`src/dics_pkg.sv`:
```
// Shared types and codes for the discrete inverse-CDF sampler.
package dics_pkg;

    // command codes
    localparam logic [1:0] CMD_CLEAR  = 2'd0;
    localparam logic [1:0] CMD_APPEND = 2'd1;
    localparam logic [1:0] CMD_SAMPLE = 2'd2;

    // status codes
    localparam logic [1:0] ST_OK    = 2'd0;
    localparam logic [1:0] ST_EMPTY = 2'd1;
    localparam logic [1:0] ST_FULL  = 2'd2;

    // input transaction
    typedef struct packed {
        logic [1:0]         command;
        logic signed [31:0] bin_value;
        logic [15:0]        weight;
        logic [31:0]        random_fraction;
    } t_in_item;

    // result transaction
    typedef struct packed {
        logic signed [31:0] sample_value;
        logic [5:0]         sample_index;
        logic [1:0]         status;
    } t_out_item;

    // search wavefront handed from cell to cell
    typedef struct packed {
        logic               found;
        logic [5:0]         index;
        logic signed [31:0] value;
    } t_wave;

endpackage

```
`src/dics_thr_unit.sv`:
```
// Threshold unit: ceil(fraction * total / 2^RAND_BITS) over three registered stages.
module dics_thr_unit #(
    parameter int RAND_BITS = 32,
    parameter int CUM_W     = 22
) (
    input  logic                 i_clk,
    input  logic                 i_rst_n,
    input  logic                 i_go,
    input  logic [RAND_BITS-1:0] i_frac,
    input  logic [CUM_W-1:0]     i_total,
    output logic                 o_done,
    output logic [CUM_W:0]       o_thr
);
    import dics_pkg::*;

    localparam int LO_W   = (CUM_W + 1) / 2;
    localparam int HI_W   = CUM_W - LO_W;
    localparam int PROD_W = RAND_BITS + CUM_W;

    logic [RAND_BITS+LO_W-1:0] r_plo;
    logic [RAND_BITS+HI_W-1:0] r_phi;
    logic [PROD_W-1:0]         r_prod;
    logic [CUM_W:0]            r_thr;
    logic [2:0]                r_vld;

    // stage valids
    always_ff @(posedge i_clk) begin
        if (!i_rst_n) begin
            r_vld <= '0;
        end else begin
            r_vld <= {r_vld[1:0], i_go};
        end
    end

    // split product, recombine, then round up the integer part
    always_ff @(posedge i_clk) begin
        r_plo  <= i_frac * i_total[LO_W-1:0];
        r_phi  <= i_frac * i_total[CUM_W-1:LO_W];
        r_prod <= PROD_W'(r_plo) + (PROD_W'(r_phi) << LO_W);
        r_thr  <= (CUM_W+1)'(r_prod[PROD_W-1:RAND_BITS])
                + (CUM_W+1)'(|r_prod[RAND_BITS-1:0]);
    end

    assign o_done = r_vld[2];
    assign o_thr  = r_thr;

endmodule

```
`config.mk`:
```
export PLATFORM = sky130hd
export DESIGN_NAME = dics_thr_unit
export DESIGN_NICKNAME = d
export VERILOG_FILES = /design/src/dics_pkg.sv /design/src/dics_thr_unit.sv
export SDC_FILE = /design/constraint.sdc
export NUM_CORES = 2
export LEC_CHECK = 0
export ABC_AREA = 1
export BUFFER_PORTS_ARGS = -buffer_cell sky130_fd_sc_hd__buf_2
export CORE_MARGIN = 3
export CORE_UTILIZATION = 65
export DETAILED_ROUTE_END_ITERATION = 16
export GPL_TIMING_DRIVEN = 0
export PLACE_DENSITY = 0.93
export SYNTH_ARGS = -nofsm -noshare
export SYNTH_HDL_FRONTEND = slang
export SYNTH_SLANG_ARGS = --single-unit
```
`constraint.sdc`:
```
create_clock -name i_clk -period 16.6 [get_ports i_clk]
set_input_delay 3.32 -clock i_clk [delete_from_list [all_inputs] [get_ports i_clk]]
set_output_delay 3.32 -clock i_clk [all_outputs]
set_load 0.02 [all_outputs]
```
======== Yosys cells after proc, flatten, opt, wreduce, memory -nomap -nowiden ========
Cells that the tools add are included.
word-level totals
  register bits ........................... 166
  output and inout bits ................... 24
  logic and storage cells ................. 10
cells by class
  add/sub/neg operators ................... 2
  multipliers ............................. 2
  reduce and logical (&&, ||, !) cells .... 1
operators with widths
  operator          number
  $mul 32x11->43    2
  $add 43x54->54    1
  $reduce_or 32->1  1
  $add 22x1->23     1

======== Logic depth before layout (Yosys ltp) ========
  depth in word-level cells ............... 2
  mapped depth ............................ 25
  gate-level depth less buffers ........... 24

======== Worst setup path before layout ========
OpenSTA, ideal clock, no wires.
  path kind ............................... input-to-reg
  start point ............................. input i_frac[31]
  end point ............................... register r_plo[35]
  library setup time ...................... 112 ps
  arrival time ............................ 7404 ps
  setup slack ............................. 9083 ps
  stages .................................. 20
  buffers on the path ..................... 1
  path through ............................ clkbuf_1 nand2_1 fa_1 inv_1 fa_1 inv_1 fa_1 inv_1 fa_1 inv_1 fa_1 inv_1 ha_1 nand2_1 nor2_1 inv_1 nor4_1 nand2_1 nand3_1 nand2_1
on the way
  word-level cells in the longest chain between the ends .. 1
RTL lines
  element               line                 text
  start, declared       dics_thr_unit.sv:9   input logic [RAND_BITS-1:0] i_frac,
  $mul 32x11->43        dics_thr_unit.sv:37  r_plo <= i_frac * i_total[LO_W-1:0];
  end signal, assigned  dics_thr_unit.sv:37
  end, declared         dics_thr_unit.sv:20  logic [RAND_BITS+LO_W-1:0] r_plo;
Every way passes these cells.
A chain may end at the register's enable or synchronous reset.

======== Final worst setup path ========
  start point ............................. input i_total[4]
  end point ............................... register r_plo[40]
on the way
  word-level cells in the longest chain between the ends .. 1
RTL lines
  element          line                 text
  start, declared  dics_thr_unit.sv:10  input logic [CUM_W-1:0] i_total,
  $mul 32x11->43   dics_thr_unit.sv:37
Every way passes these cells.

==> impl_metrics.py <==
metrics = {
    "sta": {
        "hold_violations": 0,
        "finalMaxSlewViolations": 0,
        "slew_of_the_pin_with_the_lowest_slew_margin_ns": 1.065,
        "finalSetupViolations": 0,
        "finClkSkew_ns": 0.007388,
        "finalCritPeriodShare_pct": 51.30,
        "rsz0062_at_grt": "no",
        "final.min_clock_period_ns": 8.515,
        "setup_total_negative_slack_ns": 0,
        "timing.final.ws_setup_ns": 8.085,
        "worst_max_slew_margin_expressed_relative_to_the_limit_pct": 29.02,
        "fmax_mhz": 117.4,
    },
    "worst_setup_path": {
        "series_of_cell_instances_along_the_critical_path": "buf_2 -> clkbuf_1 -> nand2_1 -> fa_1 -> fa_1 -> inv_1 -> fa_1 -> fa_1 -> inv_1 -> fa_1 -> inv_1 -> ha_1 -> nand2_1 -> nor2_1 -> nand2_1 -> nor2_1 -> nand2_1 -> nand3_2 -> nand2_1 -> nand3_1 -> nand2_1",
        "cp_data_required_time_ns": 16.90,
        "worstSetupStartpointType": "input pin",
        "crit_path_max_incr_delay_ns": 0.74,
        "arrival_ns": 8.82,
        "critical_path.most_common_cell": "nand2_1",
        "max_stage_delay_cell_worst_path": "clkbuf_1",
        "critPathMaxFanout": 10,
        "end_kind": "flop",
        "reg2reg_depth": 13,
        "timing_worst_setup_path_type": "in -> reg",
    },
    "logic_synthesis": {
        "syn_area_per_cell_sq_um": 7.028,
        "part_of_the_yosys_area_used_for_sequential_elements_pct": 10.71,
        "synth_area_sq_um": 31040,
        "yosysWarnings": 0,
        "yosysUniqueCellTypes": 33,
        "number_of_register_bits_inferred_by_synthesis": 166,
        "post_synth_inst_count": 4416,
        "postSynthNetCount": 5208,
    },
    "clock_network": {
        "insertion_delay_ns": 0.44,
        "tritoncts": "done",
        "cts.repair.resized": 0,
        "cts_buffers": 17,
        "cts_hold_buf": 0,
        "cts_root_buf": "clkbuf_16",
        "cts.reportedPaths.clkPinSlew_ns": 0.07,
        "tritoncts_num_sinks": 166,
        "cts-htree-levels": 4,
        "buffers_inserted_by_post_cts_timing_repair": 0,
        "cts_buffer_depth": 2,
    },
    "drt": {
        "postRouteAntennaNets": 0,
        "detail_route.wl_per_cell_um": 18.14,
        "drt_pass1_iterations": 8,
        "post_drt_via_cell_ratio": 5.480,
        "drc_errors": 0,
        "dr_total_vias": 28141,
        "first_iter_violations": 3116,
        "wirelength_mm": 93.15,
    },
    "outcome": {
        "outcome": "completed",
    },
    "die": {
        "start_util_pct": 66.24,
        "dieHeight_um": 224.5,
        "core_sq_um": 46850,
        "fp.dieArea_sq_um": 50410,
        "rows": 79,
        "die_width_um": 224.5,
        "ios": 81,
    },
    "placed_design": {
        "detailedPlacementHpwl_mm": 77.20,
        "place.gp.congestion": 1.051,
        "placement.io_buffers": 80,
        "pre_cts_setup_slack_ns": 7.905,
        "placed_cell_area_sq_um": 32200,
    },
    "cells_and_area": {
        "seqCellArea_sq_um": 3323,
        "fillerInstances": 3742,
        "multi_input_comb_area_sq_um": 22550,
        "final_layout_size_suffix_gt1_share_pct": 4.549,
        "syn2layout_area_growth_pct": 5.611,
        "finish.instance_area_sq_um": 32780,
        "antenna-diode-count": 0,
        "final_net_count": 5307,
    },
    "hold_path": {
        "hold_path.class": "reg -> reg",
        "min_delay_path_depth": 0,
    },
    "job": {
        "maxCapViolCount": 0,
    },
    "global_route": {
        "global_route.usage.total_pct": 37.90,
        "antenna_found_initial": 1,
        "wire_length_of_the_first_global_routing_pass_mm": 146.5,
        "grt_pass1_vias": 28620,
        "grt_start_max_net_pins": 19,
        "globalRoute.totalOverflow": 0,
    },
}
## per-stage QoR
| step | hold slack, ns | instances | util (%) |
|---|---|---|---|
| after floorplan | 0.3096 | 4416 | - |
| after global placement | 0.3107 | 5103 | 68.72 |
| after detailed placement | 0.3121 | 5103 | 68.72 |
| after CTS | 0.3286 | 5135 | 69.96 |
| after global routing | 0.3359 | 5135 | 69.96 |
| final | 0.3261 | 5135 | 69.96 |
## routing by layer
| metal | GRT usage, % | up-vias | wire length [um] |
|---|---|---|---|
| li1 | - | 12715 | - |
| met1 | 46.08 | 12964 | 32260 |
| met2 | 58.67 | 1962 | 39640 |
| met3 | 12.03 | 498 | 13510 |
| met4 | 24.44 | 2 | 7721 |
| met5 | 0 | - | 13 |
## critical path: cells and delay by family
family / cells / cell delay, ns
fa+ha+maj: 6 / 3.04
simple gates: 10 / 1.32
buf+inv: 5 / 1.11
## layout make-up
type                            instances  area share, %
Buffer                                130          1.489
Clock buffer                           17          1.298
Clock inverter                         15         0.4771
Inverter                             1246          14.27
Multi-Input combinational cell       2874          68.79
Sequential cell                       166          10.14
Tap cell                              607          2.317
Timing Repair Buffer                   80          1.221
## final timing paths
check                                start        end  slack, ns
worst max-delay path            i_total[4]  r_plo[40]       8.08
worst min-delay path              r_plo[6]  r_prod[6]       0.33
worst max register to register   r_prod[7]  o_thr[22]      13.96
worst min register to register    r_plo[6]  r_prod[6]       0.33
## kinds of logic (layout without fill, tap and decap cells)
| kind of cell | count (synthesis) | count (layout) | synth area share [%] |
|---|---|---|---|
| AOI/OAI and AO/OA | 137 | 137 | 2.318 |
| xor gates and xnor gates | 89 | 89 | 2.536 |
| adders and majority gates | 735 | 735 | 42.67 |
| buffers and inverters | 1376 | 1488 | 16.64 |
| DFF | 166 | 166 | 10.71 |
| and+or+nand+nor | 1913 | 1913 | 25.13 |
## placed cells by master (no fill, tap or decap), types with 20 or more instances in the layout
cell / n
nand2_1: 1500
inv_1: 1241
fa_1: 539
ha_1: 196
nor2_1: 167
dfxtp_1: 166
clkbuf_1: 130
nand3_1: 95
a21oi_1: 86
buf_2: 80
xor2_1: 65
o21ai_0: 33
nand2_2: 28
nor3_1: 26
nor2_2: 24
xnor2_1: 23
nand3_2: 20
## synthesized netlist by cell type
library cell  instances  area share, %
or2_2                 1          0.020
nor2_1              167            2.0
xnor2_1              23           0.65
nor3_1               26           0.42
nand3b_4              1          0.065
fa_1                539             35
nand4_1              13           0.26
nor2_2               24           0.48
nor4_2                2          0.081
xnor2_2               1          0.052
inv_2                 5          0.060
nand3_2              20           0.64
ha_1                196            7.9
nor2_4                8           0.29
clkbuf_1            130            1.6
a31oi_1              10           0.20
o21bai_1              3          0.073
nand2_2              28           0.56
nand2b_1              4          0.081
nand3_1              95            1.5
nand3b_1              2          0.048
a21oi_2               1          0.028
o21ai_0              33           0.53
xor2_1               65            1.8
inv_1              1241             15
dfxtp_1             166             11
a21o_1                4          0.097
a21oi_1              86            1.4
and2_1                4          0.081
nor3_2                3          0.097
nand2_1            1500             18
or2_1                 3          0.060
nor4_1               12           0.24
## flip-flops by register name, indices dropped and copies added, names as in the netlist
register and cells:
r_prod 54, o_thr 23, r_phi 43, r_plo 43, r_vld 3
Power is left out: the tool's default activity adds up to more than one toggle a clock period on the data nets, which glitch-free logic cannot reach.
