==> config.mk <==
export PLATFORM = sky130hd
export DESIGN_NAME = dics_cell
export DESIGN_NICKNAME = d
export VERILOG_FILES = /design/src/dics_pkg.sv /design/src/dics_cell.sv
export SDC_FILE = /design/constraint.sdc
export NUM_CORES = 1
export LEC_CHECK = 0
export BUFFER_PORTS_ARGS = -buffer_cell sky130_fd_sc_hd__buf_4
export CORE_MARGIN = 4
export CORE_UTILIZATION = 47
export CTS_CLUSTER_DIAMETER = 150
export CTS_CLUSTER_SIZE = 8
export DETAILED_ROUTE_END_ITERATION = 8
export GPL_TIMING_DRIVEN = 0
export PLACE_DENSITY = 0.85
export RECOVER_POWER = 100
export SETUP_SLACK_MARGIN = 0.4
export SKIP_LAST_GASP = 1
export SLEW_MARGIN = 10
export SYNTH_ARGS = -nofsm -noshare
export SYNTH_HDL_FRONTEND = slang
export SYNTH_SLANG_ARGS = --single-unit
==> constraint.sdc <==
create_clock -name i_clk -period 3.5 [get_ports i_clk]
set_input_delay 0.35 -clock i_clk [delete_from_list [all_inputs] [get_ports i_clk]]
set_output_delay 0.35 -clock i_clk [all_outputs]
set_load 0.1 [all_outputs]
==> src/dics_pkg.sv <==
// Shared types and codes for the discrete inverse-CDF sampler.
package dics_pkg;

    // command codes
    localparam logic [1:0] CMD_CLEAR  = 2'd0;
    localparam logic [1:0] CMD_APPEND = 2'd1;
    localparam logic [1:0] CMD_SAMPLE = 2'd2;

    // status codes
    localparam logic [1:0] ST_OK    = 2'd0;
    localparam logic [1:0] ST_EMPTY = 2'd1;
    localparam logic [1:0] ST_FULL  = 2'd2;

    // input transaction
    typedef struct packed {
        logic [1:0]         command;
        logic signed [31:0] bin_value;
        logic [15:0]        weight;
        logic [31:0]        random_fraction;
    } t_in_item;

    // result transaction
    typedef struct packed {
        logic signed [31:0] sample_value;
        logic [5:0]         sample_index;
        logic [1:0]         status;
    } t_out_item;

    // search wavefront handed from cell to cell
    typedef struct packed {
        logic               found;
        logic [5:0]         index;
        logic signed [31:0] value;
    } t_wave;

endpackage

==> src/dics_cell.sv <==
// One table cell: holds a bin and its cumulative weight, passes the search wave on.
module dics_cell #(
    parameter int IDX   = 0,
    parameter int CNT_W = 7,
    parameter int CUM_W = 22
) (
    input  logic                i_clk,
    input  logic                i_rst_n,
    input  logic                i_wr_en,
    input  logic [CNT_W-1:0]    i_count,
    input  logic signed [31:0]  i_wr_value,
    input  logic [CUM_W-1:0]    i_wr_cum,
    input  logic [CUM_W:0]      i_thr,
    input  dics_pkg::t_wave     i_wave,
    output dics_pkg::t_wave     o_wave
);
    import dics_pkg::*;

    localparam logic [CNT_W-1:0] MY_IDX = CNT_W'(IDX);

    logic signed [31:0] r_value;
    logic [CUM_W-1:0]   r_cum;
    t_wave              r_wave;
    t_wave              n_wave;
    logic               w_meet;

    // entry write, addressed by the fill count
    always_ff @(posedge i_clk) begin
        if (i_wr_en && (i_count == MY_IDX)) begin
            r_value <= i_wr_value;
            r_cum   <= i_wr_cum;
        end
    end

    // first qualifying cell claims the wave
    always_comb begin
        w_meet = (MY_IDX < i_count) && ({1'b0, r_cum} >= i_thr);
        n_wave = i_wave;
        if (!i_wave.found && w_meet) begin
            n_wave.found = 1'b1;
            n_wave.index = 6'(IDX);
            n_wave.value = r_value;
        end
    end

    always_ff @(posedge i_clk) begin
        if (!i_rst_n) begin
            r_wave <= '0;
        end else begin
            r_wave <= n_wave;
        end
    end

    assign o_wave = r_wave;

endmodule

=== Word-level counts from Yosys, hierarchy flattened ===
Index checks and enable logic that the tools add are counted.

* Flip-flop bits (word level): 93
* Word-level logic and storage cells: 15

* Order comparisons: 2
* Multiplexer cells: 1
* Bitwise gates (word level): 1
* Reduce and logical (&&, ||, !) cells: 6

{| class="wikitable"
|+ Operators with widths
! kind !! count
|-
| two-way mux 39 bit || 1
|-
| >= comparator 22 x 23 -> 1 bit || 1
|-
| zero test 7 bit || 1
|-
| less-than comparator 1 x 7 -> 1 bit (first input constant) || 1
|-
| logical AND 1 bit || 3
|-
| OR reduction 2 bit || 1
|-
| zero test 1 bit || 1
|-
| inverter 1 bit || 1
|}

=== Depth between registers and ports, before layout ===
Gate-level depths: netlist of the first run.

* Depth in word-level cells: 4
* Depth in mapped cells: 10
* Depth with buffers taken out: 8

=== Worst setup path after synthesis of the first run ===
Ideal clock, no wire load.

* Path type: input port to flip-flop
* From: in i_count[2]
* To: reg r_cum[0], enable pin
* Library setup time: 0.417 ns
* Data arrival time: 2.394 ns
* Data required time: 3.083 ns
* Path slack: 0.688 ns
* Cell stages on the path: 3
* Cells stage by stage: or4_4 > nor4_4 > and2_1

* Word-level cells in the longest chain between the ends: 2

{| class="wikitable"
|+ RTL lines
! what !! RTL line !! text
|-
| from (decl) || dics_cell.sv:10 || <nowiki>input logic [CNT_W-1:0] i_count,</nowiki>
|-
| zero test 7 bit || dics_cell.sv:29 || <nowiki>if (i_wr_en && (i_count == MY_IDX)) begin</nowiki>
|-
| logical AND 1 bit || dics_cell.sv:29 ||
|-
| to (signal assigned) || dics_cell.sv:31 || <nowiki>r_cum <= i_wr_cum;</nowiki>
|-
| to (decl) || dics_cell.sv:22 || <nowiki>logic [CUM_W-1:0] r_cum;</nowiki>
|}

No other way between the ends.
A chain may end at the register's enable or synchronous reset.

=== Final worst setup path of the first run ===
* From: reg r_cum[21]
* To: reg r_wave, in the netlist o_wave[24]

* Word-level cells in the longest chain between the ends: 4

{| class="wikitable"
|+ RTL lines
! what !! RTL line !! text
|-
| >= comparator 22 x 23 -> 1 bit || dics_cell.sv:37 || <nowiki>w_meet = (MY_IDX < i_count) && ({1'b0, r_cum} >= i_thr);</nowiki>
|-
| logical AND 1 bit || dics_cell.sv:37 ||
|-
| logical AND 1 bit || dics_cell.sv:39 || <nowiki>if (!i_wave.found && w_meet) begin</nowiki>
|-
| two-way mux 39 bit || dics_cell.sv:39 ||
|-
| to (signal assigned) || dics_cell.sv:50 || <nowiki>r_wave <= n_wave;</nowiki>
|-
| to (decl) || dics_cell.sv:23 || <nowiki>t_wave r_wave;</nowiki>
|}

No other way between the ends.

==> results of run 1 <==
[cells in the final DEF, fill, tap and decap left out, drive strengths merged, types with 3 or more instances in the layout]
| cell | instances |
|---|---|
| mux2i | 32 |
| and3b | 6 |
| o21ai | 3 |
| nand2 | 69 |
| edfxtp | 54 |
| buf | 72 |
| nand4 | 3 |
| nor2 | 6 |
| clkbuf | 116 |
| ha | 22 |
| a21oi | 7 |
| dfxtp | 39 |
| inv | 22 |
[cells in the mapped netlist, drive strengths merged]
library cell and number:
mux2i 32, and2 1, dfxtp 39, a211o 2, nor2 6, inv 22, o21a 2, nand4 3
buf 4, edfxtp 54, clkbuf 8, nor4 1, and3b 6, nand2 69, ha 22, a21o 1
nand2b 1, o41a 1, a21oi 7, o21bai 1, o2bb2ai 1, nand4b 2, a211oi 2, or4 1
o21ai 3
[worst reg2reg max path: stages (launching register included)]
cell      delay (ps)
edfxtp_1         390
ha_1             310
nand4b_1         130
nor2_1           240
nand2_1           80
o41a_1           340
a21oi_1          230
clkbuf_1         460
buf_8            240
mux2i_1          190
[how the worst max path moves through the flow]
stage	start	to	slack, ps	depth (start not counted)
after floorplan	i_count[2]	r_cum[0]	690	3
after global placement	i_count[2]	r_value[20]	-10	4
after detailed placement	i_count[2]	r_value[17]	990	5
after CTS	r_cum[21]	o_wave[2]	1040	8
after global routing	r_cum[21]	o_wave[28]	570	9
final	r_cum[21]	o_wave[24]	830	9
[cell families (layout without fill, tap and decap cells)]
kind of cell,after synthesis,in the layout,synth area share (%)
AOI/OAI and AO/OA,20,20,3.58
adders and majority gates,22,22,7.43
buffers and inverters,34,214,4.29
DFF,93,93,64.8
muxes,32,32,8.65
and+or+nand+nor,90,90,11.2
[power groups by stage]
stage                     combinational (mW)  sequential (mW)  clock [mW]
after floorplan                       0.0785             1.43           0
after global placement                 0.458             1.22           0
after detailed placement               0.468             1.22           0
after CTS                              0.468             1.19       0.775
after global routing                   0.461             1.20       0.816
final                                  0.434             1.19       0.757
[layer usage]
metal / GRT usage [%] / vias to the layer above / wire [um] / share of wire, %
met1: 20.3 / 1222 / 3310 / 39
met3: 4.76 / 24 / 570 / 6.7
met2: 32.0 / 103 / 4280 / 51
met4: 9.07 / 0 / 280 / 3.3
li1: - / 1352 / - / -
met5: 0 / - / 0 / 0
[flip-flops by register name (all words and copies together), names as in the netlist]
name and flops:
o_wave 39, r_value 32, r_cum 22
[metrics by stage]
| stage | hold slack (ps) | TNS, ps |
|---|---|---|
| floorplan | 449 | 0 |
| global placement | 487 | -462 |
| detailed placement | 504 | 0 |
| CTS | 155 | 0 |
| global route | 172 | 0 |
| finish | 197 | 0 |
[area by class of cell]
type	count	share of cell area, %
flip-flops and latches	93	46.9
multi-input cells	164	22.0
repair buffers	164	21.4
clock buffers	12	3.25
well taps	102	2.49
inverters	22	1.61
plain buffers	12	1.32
clock inverters	4	1.07
==> results.md, run 1 <==
* Worst rel slew slack at 18.7%
* Routed WL per cell at 14.7 um
* Yosys top cell area share at 43.8%
* Worst r2r path cells at 9
* Synthesized area at 3700 sq um
* NetSw at ~670 uW
* Initial Util at 48.2%
* Crit path launch type: register
* Clk buf depth at 2
* Initial antenna violation count at 0
* R2R Path End: o_wave[24]
* Port buffer count at roughly 160
* Hold Vio Cnt, Final at 0
* Hold Path Sink: r_value[17]
* Die ar. at 9370 sq um
* RR Startpoint: r_cum[21]
* Root Driver: clkbuf_8
* Final WL at 8450 um
* Crit path cell chain: ha_1 -> nand4b_1 -> nor2_1 -> nand2_1 -> o41a_1 -> a21oi_1 -> clkbuf_1 -> buf_8 -> mux2i_1
* Seq/Total Area, Yosys at 64.8%
* CTS Hold Bufs at 0
* Multi-input logic area at 1130 sq um
* Fmax at 374 MHz
* Number of global-route vias before repair at 2944
* Status: finished, final reports clean
* WP buf/inv at 2
* Largest net degree at the start of global routing at 29
* Required time worst endpoint at 3770 ps
* P per Cell Area at 465 nW/um^2
* Detailed-route vias per instance at 4.71
* Worst reg-to-reg setup slack at 830 ps
* Post-CTS Resized at 0
* Pwr Total at 2.38 mW
* Final Non-Filler Cells at 573
* Post-layout nets at approximately 600
* Reg power frac at 50.1%
* IR Drop Worst-Case VDD at 0.285 mV
* Fin. max-slew vios at 0
* Internal power at 1.72 mW
* Die Y at 96.8 um
* Pleak at around 2.2 nW
* Die W at ~97 um
* CP Max Fanout at 10
* Register area at 2400 sq um
* Ys Warns at 0
* GRT Total Usage at 18.2%
* Syn Nets at 439
* Util after Layout at 66.7%
* Setup Skew at 8.60 ps
* Fillers at 632
* CP Class: register to register
* Post-synthesis register bit count at 93
* Switch share at 28.0%
* Antenna viol nets, final at 0
* Area added between synthesis and finish at 38.3%
* Yosys cell types at 27
* Max-cap violations at 0
* Critical path arrival at ~3000 ps
* TritonCTS buffer count at 9
* Setup Buffers After CTS at 0
* Total gr overflow at 0
* Diodes inserted at 0
* Crit path max-delay cell type: clkbuf_1
* RSZ-0062 raised after global routing: no
* Worst Slack Setup Final at between 800 and 900 ps
* CTS tree: built
* Worst skew pair latency at 340 ps
* Synth Area per Inst at 12.7 sq um
* Worst Hold Class: input pin to register
* Hold Path Depth at 1
* Dpl ws at 986 ps
* Share of post-route cells with drive strength above 1 at a little under a third
* Core area at 7690 sq um
* Synth area leader: edfxtp_1
* Setup violations, final at 0
* Ports at 165
* Period Utilization, post-route at 76.3%
* 1st-pass router iterations at 4
* Htree depth at 3
* Slew @ Worst Pin at 1220 ps
* Dpl hpwl at ~6700 um
* Largest cells by area after synthesis: edfxtp_1, dfxtp_1, mux2i_1
* DR iter-0 viols at 56
* Gpl congestion at 0.749
* Post-layout instance area at 5120 sq um
* Clock tree sinks at 93
* Vias at 2701
* Detailed-route DRC error count at 0
* Cell count after placement at 557
* First-pass GRT wire length at around 14000 um
* Crit path capture type: register
* Logic pwr share at 18.2%
* Post-synthesis cell count at 291
* CP peak stage delay at 460 ps
* # rows at 32
* Reg clk slew, reported paths at ~90 ps
* Clk network pwr share at 31.7%
* Crit path max-delay family: buffers and inverters
* Post-route minimum period at 2670 ps
* Hold_sp: i_wr_value[17]
* Dpl cell area at approximately 5100 sq um
No activity file was read; power rests on OpenSTA's default activity.
==> inputs of run 2 (changes only) <==
--- a/config.mk
+++ b/config.mk
@@ -5,9 +5,10 @@
 export SDC_FILE = /design/constraint.sdc
 export NUM_CORES = 1
 export LEC_CHECK = 0
+export ABC_AREA = 1
 export BUFFER_PORTS_ARGS = -buffer_cell sky130_fd_sc_hd__buf_4
 export CORE_MARGIN = 4
-export CORE_UTILIZATION = 47
+export CORE_UTILIZATION = 49
 export CTS_CLUSTER_DIAMETER = 150
 export CTS_CLUSTER_SIZE = 8
 export DETAILED_ROUTE_END_ITERATION = 8
==> constraint.sdc (replaced) <==
create_clock -name i_clk -period 2.7 [get_ports i_clk]
set_input_delay 0.27 -clock i_clk [delete_from_list [all_inputs] [get_ports i_clk]]
set_output_delay 0.27 -clock i_clk [all_outputs]
set_load 0.1 [all_outputs]
==> results.md, run 2 <==
* Status: finished, final reports clean
* Largest cells by area after synthesis: edfxtp_1, dfxtp_1, inv_1
* Crit path launch type: input pin
* Hold WS at 106 ps
* Synth Area in Compound Gates at approximately 1.1%
* Most frequent cells in the layout: inv_1, nand2_1, buf_4
* 1st-pass router iterations at 4
* Dpl hpwl at roughly 7600 um
* Worst Hold Class: input pin to register
* Top cells by count, synth: inv_1, nand2_1, edfxtp_1
* P per Cell Area at 542 nW/um^2
* RR Startpoint: r_cum[10]
* Post-route minimum period at 2230 ps
* Post-CTS Resized at 0
* Synth Area per Inst at 8.72 sq um
* Post-layout nets at 808
* Pleak at 3.01 nW
* Xor/xnor share of the synthesized area at 0%
* Simple-gate area share of the yosys netlist at 21.1%
* Ys flop type: edfxtp_1
* Initial Util at 50.9%
* CP Max Fanout at 20
* Yosys cell types at 21
* DR iter-0 viols at 67
* Routed WL per cell at approximately 12 um
* Max-cap violations at 0
* Worst reg-to-reg setup slack at roughly 510 ps
* Fmax at 448 MHz
* Async set or reset register ratio after synthesis at 0%
* Setup Skew at 16.6 ps
* Worst Slack Setup Final at 467 ps
* Fin. max-slew vios at 0
* Dpl cell area at roughly 5600 sq um
* Ports at 165
* Die ar. at approximately 10000 sq um
* Die Y at 101 um
* Dpl ws at 322 ps
* Antenna viol nets, final at 0
* Vias at 3434
* Required time worst endpoint at 2760 ps
* Fillers at 689
* Synthesized area at 4220 sq um
* Die W at between 100 and 150 um
* Worst rel slew slack at 19.3%
* Hold Vio Cnt, Final at 0
* # rows at 33
* Final WL at approximately 9300 um
* Ys Warns at 0
* Clk buf depth at 2
* Total gr overflow at 0
* Number of synthesized flops with an enable pin at 54
* R2R Path End: o_wave[26]
* Largest family of logic cells by synthesized area: simple AND/OR/NAND/NOR gates
* Worst r2r path cells at 14
* Htree depth at 3
* Reg clk slew, reported paths at 110 ps
* Post-synthesis adder-cell area fraction at 6.52%
* Post-synthesis cell count at 484
* Post-synthesis register bit count at 93
* Clock tree sinks at 93
* Largest net degree at the start of global routing at 22
* GRT Total Usage at 18.9%
* Period Utilization, post-route at 82.7%
* First-pass GRT wire length at 15300 um
* Setup violations, final at 0
* Share of post-route cells with drive strength above 1 at approximately 23%
* Hold Path Sink: r_value[18]
* Number of global-route vias before repair at 3530
* Critical path arrival at 2290 ps
* RSZ-0062 raised after global routing: no
* IR Drop Worst-Case VDD at approximately 0.40 mV
* Detailed-route vias per instance at 4.46
* CP Class: input pin to register
* Hold_sp: i_wr_value[18]
* Port buffer count at 163
* Initial antenna violation count at 0
* Syn Nets at approximately 630
* Root Driver: clkbuf_8
* Gpl congestion at between 0.8 and 0.9
* Max FFs per register at 39
* Hold Path Depth at 1
* Commonest non-fill, non-tap cell in the layout: inv_1
* Area added between synthesis and finish at 34.3%
* CTS tree: built
* CTS Hold Bufs at 0
* TritonCTS buffer count at 9
* Core area at 8300 sq um
* Yosys top cell area share at 38.4%
* Setup Buffers After CTS at 0
* Crit path capture type: register
* Detailed-route DRC error count at 0
* Diodes inserted at 0
* Slew @ Worst Pin at 1220 ps
* Worst skew pair latency at 350 ps
* Count leader, synth: inv_1
* Post-layout instance area at 5670 sq um
* Synth area leader: edfxtp_1
* Seq/Total Area, Yosys at 56.9%
* Multiplexer area fraction after synthesis at 0%
[run 2: cell types whose count changed after synthesis, sizes merged, moves of 2 or more]
cell    delta
mux2i     -32
nand4     +31
and3b      -6
a211oi     -2
o21a       -2
inv      +116
nor2      +46
o21ai      -3
buf        +5
nand3      +2
nand2     +47
a211o      -2
nand4b     -2
[run 2: how the worst max path moves through the flow]
stage,slack [ps],end,startpoint
2_1_floorplan,480,r_cum[0],i_count[6]
3_3_place_gp,-150,r_value[9],i_count[6]
3_5_place_dp,320,r_value[8],i_count[6]
4_1_cts,700,r_value[16],i_count[6]
5_1_grt,290,r_value[16],i_count[6]
6_report,470,r_value[25],i_count[6]
[run 2: layout make-up]
type	instances	area, sq um	share of cell area, %
repair buffers	165	1130	20.0
clock buffers	10	138	2.43
plain buffers	16	86.3	1.52
multi-input cells	236	1200	21.2
clock inverters	6	60.1	1.06
well taps	105	131	2.32
flip-flops and latches	93	2400	42.4
inverters	139	522	9.20
[run 2: cells by family after synthesis]
group                      Yosys count
and+or+nand+nor                    206
adders and majority gates           22
DFF                                 93
buffers and inverters              155
AOI/OAI and AO/OA                    8
[run 2: stage by stage]
step / setup TNS, ps / instances / total power, mW / utilization [%]
detailed placement: 0 / 754 / 2.24 / 68.0
finish: 0 / 770 / 3.08 / 68.3
global route: 0 / 770 / 3.22 / 68.3
floorplan: 0 / 484 / 2.00 / -
CTS: 0 / 770 / 3.15 / 70.3
global placement: -8000 / 752 / 2.23 / 67.3
[run 2: metal layers]
layer  wire (um)  vias to the layer above  GRT usage (%)
met5           0                        -              0
met4         258                        0           7.46
met3         634                       24           4.01
met2        4950                      108           35.2
met1        3430                     1488           20.6
li1            -                     1814              -
[run 2: critical path, cell delays in order]
cell      delay, ps
clkbuf_4        110
nor4_1          250
nand2_1         270
clkbuf_1        310
nor2_2          830
buf_16          240
[run 2: power breakdown]
| group | switching, mW | total (mW) | leakage, nW | internal, mW |
|---|---|---|---|---|
| sequential | 0.0101 | 1.55 | 0.811 | 1.54 |
| clock | 0.525 | 0.911 | 0.103 | 0.387 |
| combinational | 0.431 | 0.617 | 2.10 | 0.186 |
==> inputs of run 3 (changes only) <==
--- a/config.mk
+++ b/config.mk
@@ -8,12 +8,12 @@
 export ABC_AREA = 1
 export BUFFER_PORTS_ARGS = -buffer_cell sky130_fd_sc_hd__buf_4
 export CORE_MARGIN = 4
-export CORE_UTILIZATION = 49
+export CORE_UTILIZATION = 44
 export CTS_CLUSTER_DIAMETER = 150
 export CTS_CLUSTER_SIZE = 8
 export DETAILED_ROUTE_END_ITERATION = 8
 export GPL_TIMING_DRIVEN = 0
-export PLACE_DENSITY = 0.85
+export PLACE_DENSITY = 0.81
 export RECOVER_POWER = 100
 export SETUP_SLACK_MARGIN = 0.4
 export SKIP_LAST_GASP = 1
==> constraint.sdc (replaced) <==
create_clock -name i_clk -period 1.9 [get_ports i_clk]
set_input_delay 0.19 -clock i_clk [delete_from_list [all_inputs] [get_ports i_clk]]
set_output_delay 0.19 -clock i_clk [all_outputs]
set_load 0.1 [all_outputs]
==> results.md, run 3 (same netlist as run 2, synthesis figures left out) <==
* Status: complete, but fails checks
* Failing checks: negative setup slack
* Worst reg-to-reg setup slack at -160 ps
* Number of global-route vias before repair at between 3000 and 4000
* Commonest non-fill, non-tap cell in the layout: inv_1
* Global routing met3 resource utilization at 3.89%
* Crit path max-delay family: simple AND/OR/NAND/NOR gates
* Antenna viol nets, final at 0
* Setup violations, final at 39
* Core area at around 9300 sq um
* Clk buf depth at 2
* Area added between synthesis and finish at 60.2%
* P per Cell Area at 679 nW/um^2
* Max-cap violations at 0
* CP Class: register to register
* TritonCTS buffer count at 9
* Pleak at 3.42 nW
* CP Max Fanout at 8
* Worst Slack Setup Final at -162 ps
* Crit path capture type: register
* Crit path launch type: register
* Vias at 3866
* 1st-pass router iterations at 5
* RSZ-0062 raised after global routing: yes
* Global route hottest layer: met2
* Multi-input logic area at 1620 sq um
* GRT Total Usage at 19.5%
* Root Driver: clkbuf_8
* Reg clk slew, reported paths at 110 ps
* Setup Skew at 16.5 ps
* Worst Hold Class: input pin to register
* RR Startpoint: r_cum[2]
* Detailed-route vias per instance at 4.52
* Die ar. at 11200 sq um
* Routing usage on met2 at 37.2%
* GR Util met1 at 20.5%
* Critical path arrival at 2320 ps
* Final WL at 12200 um
* Worst skew pair latency at about 360 ps
* Total gr overflow at 0
* Port buffer count at 163
* Dpl hpwl at 7740 um
* Dpl cell area at 5740 sq um
* Crit. Startpoint: r_cum[2]
* Slew @ Worst Pin at 577 ps
* First-pass GRT wire length at 17200 um
* # rows at 35
* Max FFs per register at 39
* Most frequent cells in the layout: inv_1, nand2_1, buf_4
* CP peak stage delay at 430 ps
* R2R Path End: o_wave[15]
* CTS tree: built
* Fin. max-slew vios at 0
* Clock tree sinks at 93
* Crit path max-delay cell type: edfxtp_1
* Fillers at 677
* Largest net degree at the start of global routing at 33
* Most numerous cell on the critical path: nand2_1
* IR Drop Worst-Case VDD at roughly 0.47 mV
* Share of post-route cells with drive strength above 1 at 39.2%
* WP depth at 12
* Pwr Total at ~4.6 mW
* Worst r2r path cells at 12
* CP endpoint: o_wave[15]
* Period Utilization, post-route at 109%
* Detailed-route DRC error count at 0
* Required time worst endpoint at ~2200 ps
* Worst rel slew slack at between 60% and 70%
* DR iter-0 viols at between 150 and 200
* Ports at 165
* Gpl congestion at roughly 0.75
* Hold Vio Cnt, Final at 0
* Post-route minimum period at about 2100 ps
* Initial Util at 45.5%
* Post-layout nets at 870
* Crit path cell chain: ha_4 -> a21oi_1 -> nand2_1 -> nand2_1 -> nand2_1 -> nand2_2 -> nand4_4 -> nand3_4 -> clkbuf_16 -> nand2_4 -> inv_2 -> nor2_1
* Routed WL per cell at ~14 um
* Post-layout instance area at 6760 sq um
* Initial antenna violation count at 0
* WP buf/inv at 2
* Fmax at 485 MHz
* Htree depth at 3
* Register area at around 2400 sq um
* Die W at approximately 110 um
* Diodes inserted at 0
* Die Y at 106 um
==> run 3: cell types whose count changed in the layout (fill, tap and decap cells not counted), sizes merged <==
cell,delta
buf,+6
inv,+4
clkbuf,+5
nor2,+1
dlygate4sd3,+50
clkinvlp,+1
clkinv,-5
==> run 3: cell type report <==
cell class	count	share of cell area, %
tap	129	2.39
multi-input combinational	237	23.9
clock inverter	6	0.758
inverter	139	7.71
timing repair buffer	226	26.2
buffer	16	1.52
clock buffer	10	2.03
sequential	93	35.5
==> run 3: timing repair <==
item,in CTS,in global routing
buffers inserted,6,2
gates cloned,3,2
pin swaps,4,41
gates resized for setup,23,66
hold buffers,42,8
hold endpoints to repair,42,8
endpoints found under the setup margin,93,39
==> run 3: per-layer routing <==
metal	up-vias	wire length [um]
met4	0	419
li1	1942	-
met2	138	6670
met1	1748	4510
met5	-	0
met3	38	570
==> run 3: how the worst min path moves through the flow <==
stage	start	slack (ps)	cells after the start	to
after global routing	i_wave[32]	20	3	o_wave[32]
final	i_wave[35]	30	3	o_wave[35]
after floorplan	i_wr_cum[0]	290	0	r_cum[0]
after detailed placement	i_wr_value[11]	370	1	r_value[11]
after CTS	i_wr_value[21]	1	1	r_value[21]
after global placement	i_wr_cum[13]	370	1	r_cum[13]
==> run 3: worst min-delay path, delay by kind of cell <==
kind	cells	cell delay (ps)
simple gates	1	80
buf+inv	2	100
==> run 3: report_power, final <==
part           switching, mW  internal (mW)  leakage (nW)
clock                  0.747          0.534        0.0957
sequential            0.0159           2.18         0.811
combinational          0.703          0.407          2.52
==> run 3: metrics by stage <==
stage / utilization, % / hold WS, ps / std cells / setup TNS (ps) / setup WS (ps)
6_report: 72.9 / 32.4 / 856 / -5330 / -162
5_1_grt: 72.9 / 20.1 / 856 / -12440 / -300
4_1_cts: 70.4 / 1.18 / 844 / -24.3 / -14.9
3_5_place_dp: 61.8 / 369 / 777 / -13430 / -315
3_3_place_gp: 61.6 / 368 / 776 / -34460 / -633
2_1_floorplan: - / 289 / 484 / -6150 / -114
